File: src/rtl/cpsd_pkg.sv
package cpsd_pkg;

  localparam int unsigned CfgIdxW  = 3;
  localparam int unsigned CfgDataW = 10;

  // register indexes on the config port
  localparam logic [CfgIdxW-1:0] CFG_FLAT_MODE   = 3'd0;
  localparam logic [CfgIdxW-1:0] CFG_CENTER_MODE = 3'd1;
  localparam logic [CfgIdxW-1:0] CFG_ORIGIN_X    = 3'd2;
  localparam logic [CfgIdxW-1:0] CFG_ORIGIN_Y    = 3'd3;
  localparam logic [CfgIdxW-1:0] CFG_PIC_WIDTH   = 3'd4;
  localparam logic [CfgIdxW-1:0] CFG_PIC_HEIGHT  = 3'd5;
  localparam logic [CfgIdxW-1:0] CFG_CLIP_RIGHT  = 3'd6;
  localparam logic [CfgIdxW-1:0] CFG_CLIP_BOTTOM = 3'd7;

  localparam logic [7:0]  END_MARK       = 8'd255;
  localparam logic [15:0] SCREEN_ROWS    = 16'd200;
  localparam logic [9:0]  CLIP_RIGHT_RST = 10'd320;
  localparam logic [9:0]  CLIP_BOT_RST   = 10'd200;

  typedef enum logic [5:0] {
    PH_START  = 6'b000001,
    PH_LENGTH = 6'b000010,
    PH_PAD    = 6'b000100,
    PH_DATA   = 6'b001000,
    PH_TAIL   = 6'b010000,
    PH_DONE   = 6'b100000
  } phase_e;

  typedef struct packed {
    logic [7:0] data_byte;
    logic [8:0] column_index;
    logic       first_byte;
  } in_beat_t;

  typedef struct packed {
    logic [15:0] pixel_address;
    logic [7:0]  pixel_color;
  } out_beat_t;

endpackage

File: src/rtl/column_post_sprite_decoder_core.sv
// Column-post sprite decoder core.
// Input channel (in_valid_i / in_stall_o / in_beat_i) carries one stream byte
// per beat with its picture column and a first-byte mark. Output channel
// (out_valid_o / out_stall_i / out_beat_o) carries frame buffer writes:
// 16-bit byte address and 8-bit palette index. A byte gives zero or one write.
// Config registers are written through cfg_we_i / cfg_idx_i / cfg_wdata_i;
// the user must write them only while the block is idle; the block does not enforce it.
// Each byte is captured in an input register, then decoded combinationally
// (post parser step, clip compares and one address multiply-add) into the
// output register, which presents the write.
// Throughput is one byte per cycle while the receiver does not stall.
// When the receiver stalls, the output register holds its beat and the input
// register can still take one more byte; further bytes are stalled until
// the output drains.
// Reset returns the config registers to their defaults (patch mode,
// centering on, clip at 320/200), puts the parser at expect-start-row,
// zeroes the flat position and empties both registers.
module column_post_sprite_decoder_core #(
  parameter int unsigned SCREEN_PITCH = 320,
  parameter int unsigned FLAT_SIDE    = 64
) (
  input  logic                         clk_i,
  input  logic                         rst_ni,
  input  logic                         in_valid_i,
  output logic                         in_stall_o,
  input  cpsd_pkg::in_beat_t           in_beat_i,
  output logic                         out_valid_o,
  input  logic                         out_stall_i,
  output cpsd_pkg::out_beat_t          out_beat_o,
  input  logic                         cfg_we_i,
  input  logic [cpsd_pkg::CfgIdxW-1:0] cfg_idx_i,
  input  logic [cpsd_pkg::CfgDataW-1:0] cfg_wdata_i
);

  localparam int unsigned ColW = $clog2(FLAT_SIDE);
  localparam int unsigned RowW = $clog2(FLAT_SIDE + 1);
  localparam logic [15:0] Pitch = 16'(SCREEN_PITCH);

  // config
  logic              flat_mode_q, center_mode_q;
  logic [9:0]        origin_x_q, origin_y_q;
  logic [8:0]        pic_width_q;
  logic [9:0]        pic_height_q, clip_right_q, clip_bottom_q;

  always_ff @(posedge clk_i or negedge rst_ni) begin
    if (!rst_ni) begin
      flat_mode_q   <= 1'b0;
      center_mode_q <= 1'b1;
      origin_x_q    <= '0;
      origin_y_q    <= '0;
      pic_width_q   <= '0;
      pic_height_q  <= '0;
      clip_right_q  <= cpsd_pkg::CLIP_RIGHT_RST;
      clip_bottom_q <= cpsd_pkg::CLIP_BOT_RST;
    end else if (cfg_we_i) begin
      case (cfg_idx_i)
        cpsd_pkg::CFG_FLAT_MODE:   flat_mode_q   <= cfg_wdata_i[0];
        cpsd_pkg::CFG_CENTER_MODE: center_mode_q <= cfg_wdata_i[0];
        cpsd_pkg::CFG_ORIGIN_X:    origin_x_q    <= cfg_wdata_i;
        cpsd_pkg::CFG_ORIGIN_Y:    origin_y_q    <= cfg_wdata_i;
        cpsd_pkg::CFG_PIC_WIDTH:   pic_width_q   <= cfg_wdata_i[8:0];
        cpsd_pkg::CFG_PIC_HEIGHT:  pic_height_q  <= cfg_wdata_i;
        cpsd_pkg::CFG_CLIP_RIGHT:  clip_right_q  <= cfg_wdata_i;
        cpsd_pkg::CFG_CLIP_BOTTOM: clip_bottom_q <= cfg_wdata_i;
        default: ;
      endcase
    end
  end

  // input register
  logic               in_valid_q;
  cpsd_pkg::in_beat_t in_beat_q;
  logic               advance;

  assign advance    = !out_valid_o || !out_stall_i;
  assign in_stall_o = in_valid_q && !advance;

  always_ff @(posedge clk_i or negedge rst_ni) begin
    if (!rst_ni) begin
      in_valid_q <= 1'b0;
    end else if (!in_stall_o) begin
      in_valid_q <= in_valid_i;
    end
  end

  always_ff @(posedge clk_i) begin
    if (!in_stall_o && in_valid_i) begin
      in_beat_q <= in_beat_i;
    end
  end

  // origin: fixed or centered (halving truncates toward zero)
  logic signed [15:0] fix_x, fix_y, dif_x, dif_y, rnd_x, rnd_y, ctr_x, ctr_y;

  always_comb begin
    fix_x = {{6{origin_x_q[9]}}, origin_x_q};
    fix_y = {{6{origin_y_q[9]}}, origin_y_q};
    dif_x = Pitch - {7'b0, pic_width_q};
    dif_y = cpsd_pkg::SCREEN_ROWS - {6'b0, pic_height_q};
    rnd_x = dif_x + {15'b0, dif_x[15]};
    rnd_y = dif_y + {15'b0, dif_y[15]};
    ctr_x = {rnd_x[15], rnd_x[15:1]};
    ctr_y = {rnd_y[15], rnd_y[15:1]};
  end

  // decode state
  cpsd_pkg::phase_e phase_q, phase_d, phase_cur;
  logic [9:0]       row_q, row_d;
  logic [7:0]       left_q, left_d;
  logic [ColW-1:0]  fcol_q, fcol_d, fcol_cur;
  logic [RowW-1:0]  frow_q, frow_d, frow_cur;

  logic signed [15:0] sx, sy;
  logic [15:0]        prod;
  logic               hit;
  logic [7:0]         left_dec;

  always_comb begin
    phase_d  = phase_q;
    row_d    = row_q;
    left_d   = left_q;
    fcol_d   = fcol_q;
    frow_d   = frow_q;
    hit      = 1'b0;
    sx       = fix_x;
    sy       = fix_y;
    left_dec = left_q - 8'd1;
    fcol_cur = in_beat_q.first_byte ? '0 : fcol_q;
    frow_cur = in_beat_q.first_byte ? '0 : frow_q;
    phase_cur = in_beat_q.first_byte ? cpsd_pkg::PH_START : phase_q;

    if (flat_mode_q) begin
      sx = fix_x + {{(16-ColW){1'b0}}, fcol_cur};
      sy = fix_y + {{(16-RowW){1'b0}}, frow_cur};
      fcol_d = fcol_cur;
      frow_d = frow_cur;
      if (frow_cur != RowW'(FLAT_SIDE)) begin
        hit = 1'b1;
        if (fcol_cur == ColW'(FLAT_SIDE - 1)) begin
          fcol_d = '0;
          frow_d = frow_cur + 1'b1;
        end else begin
          fcol_d = fcol_cur + 1'b1;
        end
      end
    end else begin
      sx = (center_mode_q ? ctr_x : fix_x) + {7'b0, in_beat_q.column_index};
      sy = (center_mode_q ? ctr_y : fix_y) + {6'b0, row_q};
      phase_d = phase_cur;
      case (phase_cur)
        cpsd_pkg::PH_START: begin
          if (in_beat_q.data_byte == cpsd_pkg::END_MARK) begin
            phase_d = cpsd_pkg::PH_DONE;
          end else begin
            row_d   = {2'b0, in_beat_q.data_byte};
            phase_d = cpsd_pkg::PH_LENGTH;
          end
        end
        cpsd_pkg::PH_LENGTH: begin
          left_d  = in_beat_q.data_byte;
          phase_d = cpsd_pkg::PH_PAD;
        end
        cpsd_pkg::PH_PAD: begin
          phase_d = (left_q != 8'd0) ? cpsd_pkg::PH_DATA : cpsd_pkg::PH_TAIL;
        end
        cpsd_pkg::PH_DATA: begin
          if (sy > $signed({6'b0, clip_bottom_q})) begin
            // bottom clip ends the column, this byte is dropped
            phase_d = cpsd_pkg::PH_DONE;
          end else begin
            row_d  = row_q + 10'd1;
            left_d = left_dec;
            if (left_dec == 8'd0) begin
              phase_d = cpsd_pkg::PH_TAIL;
            end
            hit = !(sx > $signed({6'b0, clip_right_q}));
          end
        end
        cpsd_pkg::PH_TAIL: phase_d = cpsd_pkg::PH_START;
        default: ;
      endcase
    end
    // only the low 16 bits of the address matter
    prod = sy * Pitch;
  end

  always_ff @(posedge clk_i or negedge rst_ni) begin
    if (!rst_ni) begin
      phase_q <= cpsd_pkg::PH_START;
      row_q   <= '0;
      left_q  <= '0;
      fcol_q  <= '0;
      frow_q  <= '0;
    end else if (in_valid_q && advance) begin
      phase_q <= phase_d;
      row_q   <= row_d;
      left_q  <= left_d;
      fcol_q  <= fcol_d;
      frow_q  <= frow_d;
    end
  end

  // output register
  always_ff @(posedge clk_i or negedge rst_ni) begin
    if (!rst_ni) begin
      out_valid_o <= 1'b0;
    end else if (advance) begin
      out_valid_o <= in_valid_q && hit;
    end
  end

  always_ff @(posedge clk_i) begin
    if (advance && in_valid_q && hit) begin
      out_beat_o.pixel_address <= sx + prod;
      out_beat_o.pixel_color   <= in_beat_q.data_byte;
    end
  end

endmodule

File: config.mk
export PLATFORM = sky130hd
export DESIGN_NAME = column_post_sprite_decoder_core
export DESIGN_NICKNAME = d
export VERILOG_FILES = /design/src/rtl/cpsd_pkg.sv /design/src/rtl/column_post_sprite_decoder_core.sv
export SDC_FILE = /design/constraint.sdc
export NUM_CORES = 1
export LEC_CHECK = 0
export BUFFER_PORTS_ARGS = -buffer_cell sky130_fd_sc_hd__buf_2
export CELL_PAD_IN_SITES_DETAIL_PLACEMENT = 0
export CELL_PAD_IN_SITES_GLOBAL_PLACEMENT = 1
export CORE_MARGIN = 2
export CORE_UTILIZATION = 23
export CTS_CLUSTER_DIAMETER = 30
export CTS_CLUSTER_SIZE = 40
export DETAILED_ROUTE_END_ITERATION = 7
export MAX_ROUTING_LAYER = met4
export PLACE_DENSITY_LB_ADDON = 0.05
export SYNTH_ARGS = -nofsm -noshare
export SYNTH_HDL_FRONTEND = slang
export SYNTH_SLANG_ARGS = --single-unit
File: constraint.sdc
create_clock -name clk_i -period 7.25 [get_ports clk_i]
set_clock_uncertainty 0.05 [all_clocks]
set_input_delay 1.45 -clock clk_i [delete_from_list [all_inputs] [get_ports clk_i]]
set_output_delay 1.45 -clock clk_i [all_outputs]
set_load 0.01 [all_outputs]
==> results by group <==
Worst setup path
  • Critical Path Slowest Stage Cell: sky130_fd_sc_hd__fa_1
  • Signal arrival time at the worst endpoint: ~6600 ps
  • Total buffers and inverters traversed by the critical path: 3
  • Setup slack on the worst flop-to-flop path: ~850 ps
  • Worst setup path category: reg -> reg
  • Worst reg-to-reg path cell count: 26
  • CP dominant cell by count: sky130_fd_sc_hd__ha_1
  • Capture point of the worst reg-to-reg path: out_beat_o[23]
  • Reg2Reg Launch Point: pic_height_q[0]
  • Critical Path Source Type: flip-flop
  • CP Max Fanout: 9
  • Critical path endpoint category: flip-flop
  • Crit path largest cell delay: ~530 ps
  • Worst path required time: 7430 ps
  • Cell count along the critical path: 26
  • Cell type group with the largest total delay on the critical path: adder cells

Worst hold path
  • Launch point of the worst hold path: in_beat_q[13]
  • Kind of path behind the tightest hold check: reg -> reg
  • Worst Hold End: out_beat_o[3]
  • Cell depth of the worst min-delay path: 0

Clocking
  • Hold-fix buffers at CTS: 0
  • Setup repair bufs after CTS: 0
  • Clock-pin transition on the worst setup and hold timing paths: approximately 70 ps
  • H-tree depth: 4
  • Total number of clock tree sinks: ~140
  • Clock Path Buffers: 2
  • Root Buffer Master: sky130_fd_sc_hd__clkbuf_16
  • Resized Gates After CTS: 0
  • CTS tree: yes
  • Clock latency on the worst-skew pair: roughly 480 ps
  • Total clock buffers created by CTS: 17

Yosys
  • Gate Count Post-Synth: approximately 1100
  • Seq/Total Area, Yosys: approximately 37%
  • Syn avg cell area: around 10 um2
  • Fraction of post-synthesis cell area in the top cell type by area: between 20 and 25%
  • Post-synth cell types: between 80 and 90
  • Warnings from Yosys: 0
  • Number of enable-type register cells in the synthesized netlist: between 40 and 50
  • Leading cell types by total area after synthesis: sky130_fd_sc_hd__dfrtp_1 23%, sky130_fd_sc_hd__edfxtp_1 12%, sky130_fd_sc_hd__ha_1 10%
  • Proportion of register bits with asynchronous set or reset after synthesis: about 70%
  • Synth Register Bits: about 140
  • Cell area after synthesis: just over 10000 um2
  • Net count of the mapped netlist: around 1200
  • Leading register cell type out of synthesis: sky130_fd_sc_hd__dfrtp_1
  • Library cell with the largest summed area after synthesis: sky130_fd_sc_hd__dfrtp_1

Die
  • Die ar.: ~46000 um2
  • Number of cell rows: slightly below 80
  • Effective utilization at floorplan: a little under a quarter
  • Placeable core region: about 44000 um2
  • Number of I/O pins: between 60 and 70
  • Height of the die: about 220 um
  • Die X-Extent: about 220 um

Final layout
  • Commonest cells after routing, fill and taps aside: 99 x sky130_fd_sc_hd__nand2_1, 93 x sky130_fd_sc_hd__dfrtp_1, 86 x sky130_fd_sc_hd__ha_1
  • Fraction of final layout cells sized beyond drive strength 1: 18.4%
  • Layout overhead on the synthesized area: 15.4%
  • Number of antenna cells inserted: 0
  • Fin cells: 1722
  • Final Net Count: between 1000 and 1500
  • Most common library cell in the layout ignoring fill and taps: sky130_fd_sc_hd__nand2_1

Global route
  • Pin count of the biggest net entering global routing: between 60 and 70
  • Number of antenna violations at the first check in global routing: 0
  • Global Route Usage Sum: between 10% and 20%
  • Overall overflow remaining after global route: 0
  • Vias in the first global route: around 8200
  • Global-route wire length before repair: just over 50 mm

Timing
  • Total negative slack: 0 ps
  • Number of hold violations in the final report: 0
  • F_max: 156 MHz
  • Slew @ Worst Pin: around 960 ps
  • Final setup vio count: 0
  • Tcrit/Tclk final: just under 90%
  • Slew HR: a little over a third
  • Fin. max-slew vios: 0
  • Unrepaired setup endpoints after global routing: no
  • Final worst path period need: 6400 ps

Power and ir drop
  • Max VDD drop: between 0.3 and 0.4 mV
  • P per Cell Area: 511 nW/um2
  • LEAKAGE: between 0.005 and 0.006 uW

Route
  • First-pass detailed-route iteration total: 4
  • Number of vias per cell after detailed routing: roughly 4.6
  • DR WL/cell: 19.6 um
  • Routed Antenna Nets: 0
  • Residual DRC: 0
  • Total wire length after detailed routing: approximately 34 mm
  • Iteration-0 DRC Markers: between 400 and 500
  • DR vias: slightly below 8000

Outcome
  • Outcome: completed

Placed design
  • Total instance count after detailed placement: approximately 1700
  • Port bufs: approximately 60
  • Hpwl dp: approximately 26 mm
  • Final weighted congestion of routability-driven global placement: roughly 0.78

Run
  • Max Cap Viol: 0
[flip-flops by register name, indices dropped and copies added (netlist names), 7 cells and up]
register and cells:
pic_width_q 9, clip_right_q 10, pic_height_q 10, frow_q 7
in_beat_q 18, origin_y_q 10, row_q 10, clip_bottom_q 10
out_beat_o 24, origin_x_q 10, left_q 8
[through the flow]
step,total power [uW],setup slack (ps),area [um2],utilization (%),hold slack [ps]
after floorplan,4160,1280,10300,-,394
after global placement,5320,821,11300,25.5,414
after detailed placement,5230,833,11300,25.5,425
after CTS,6210,807,11800,26.8,430
after global routing,6710,210,11800,26.8,450
final,6050,853,11800,26.8,435
[cell families after synthesis]
group | synth area share (%)
AND/OR/NAND/NOR | 16.0
AO/OA/AOI/OAI | 16.3
flip-flops | 36.8
buffers and inverters | 4.02
adder cells (fa/ha/maj) | 11.8
multiplexers | 8.67
XOR/XNOR | 6.53
[layer usage]
metal	vias up	global-route usage, %	share of wire (%)
met1	3845	19.3	47
met2	95	25.3	48
met4	0	5.77	2.3
li1	3955	-	-
met5	-	-	0
met3	40	3.14	2.9
[power by group]
group / switching (uW) / leakage (uW) / internal (uW) / total, uW
sequential: 225 / 0.00162 / 1160 / 1390
clock: 416 / 0.000292 / 498 / 914
combinational: 2080 / 0.00311 / 1670 / 3750
[synth_stat cells, types with 8 or more instances]
| cell | count |
|---|---|
| sky130_fd_sc_hd__o21bai_1 | 8 |
| sky130_fd_sc_hd__and2_1 | 8 |
| sky130_fd_sc_hd__edfxtp_1 | 42 |
| sky130_fd_sc_hd__ha_1 | 86 |
| sky130_fd_sc_hd__a21o_1 | 14 |
| sky130_fd_sc_hd__o21a_1 | 9 |
| sky130_fd_sc_hd__nor2_1 | 61 |
| sky130_fd_sc_hd__nor3b_1 | 8 |
| sky130_fd_sc_hd__inv_1 | 62 |
| sky130_fd_sc_hd__mux2_2 | 74 |
| sky130_fd_sc_hd__nand2_1 | 99 |
| sky130_fd_sc_hd__dfrtp_1 | 93 |
| sky130_fd_sc_hd__nand3_1 | 23 |
| sky130_fd_sc_hd__o21ai_0 | 58 |
| sky130_fd_sc_hd__xnor2_1 | 51 |
| sky130_fd_sc_hd__nor3_1 | 18 |
| sky130_fd_sc_hd__and3_1 | 12 |
| sky130_fd_sc_hd__nand2b_1 | 21 |
| sky130_fd_sc_hd__clkbuf_1 | 26 |
| sky130_fd_sc_hd__xor2_1 | 23 |
| sky130_fd_sc_hd__nor2b_1 | 27 |
| sky130_fd_sc_hd__nand4_1 | 16 |
| sky130_fd_sc_hd__or3_1 | 8 |
| sky130_fd_sc_hd__a31oi_1 | 11 |
| sky130_fd_sc_hd__a21oi_1 | 59 |
[worst max-delay path by stage]
stage,start,endpoint,slack [ps]
finish,pic_height_q[0],out_beat_o[23],850
detailed placement,pic_height_q[0],out_beat_o[23],830
global placement,pic_height_q[0],out_beat_o[23],820
CTS,pic_height_q[0],out_beat_o[23],810
global route,pic_height_q[0],out_beat_o[23],210
floorplan,pic_height_q[1],out_beat_o[0],1280
[area by class of cell]
cell class / instances / area [um2]
Inverter: 62 / 233
Tap cell: 592 / 741
Clock inverter: 13 / 126
Clock buffer: 19 / 453
Sequential cell: 142 / 3770
Multi-Input combinational cell: 815 / 6080
Timing Repair Buffer: 79 / 443
Fill cell: 4828 / 32300
Note: power is estimated with default switching activity, not from simulation.
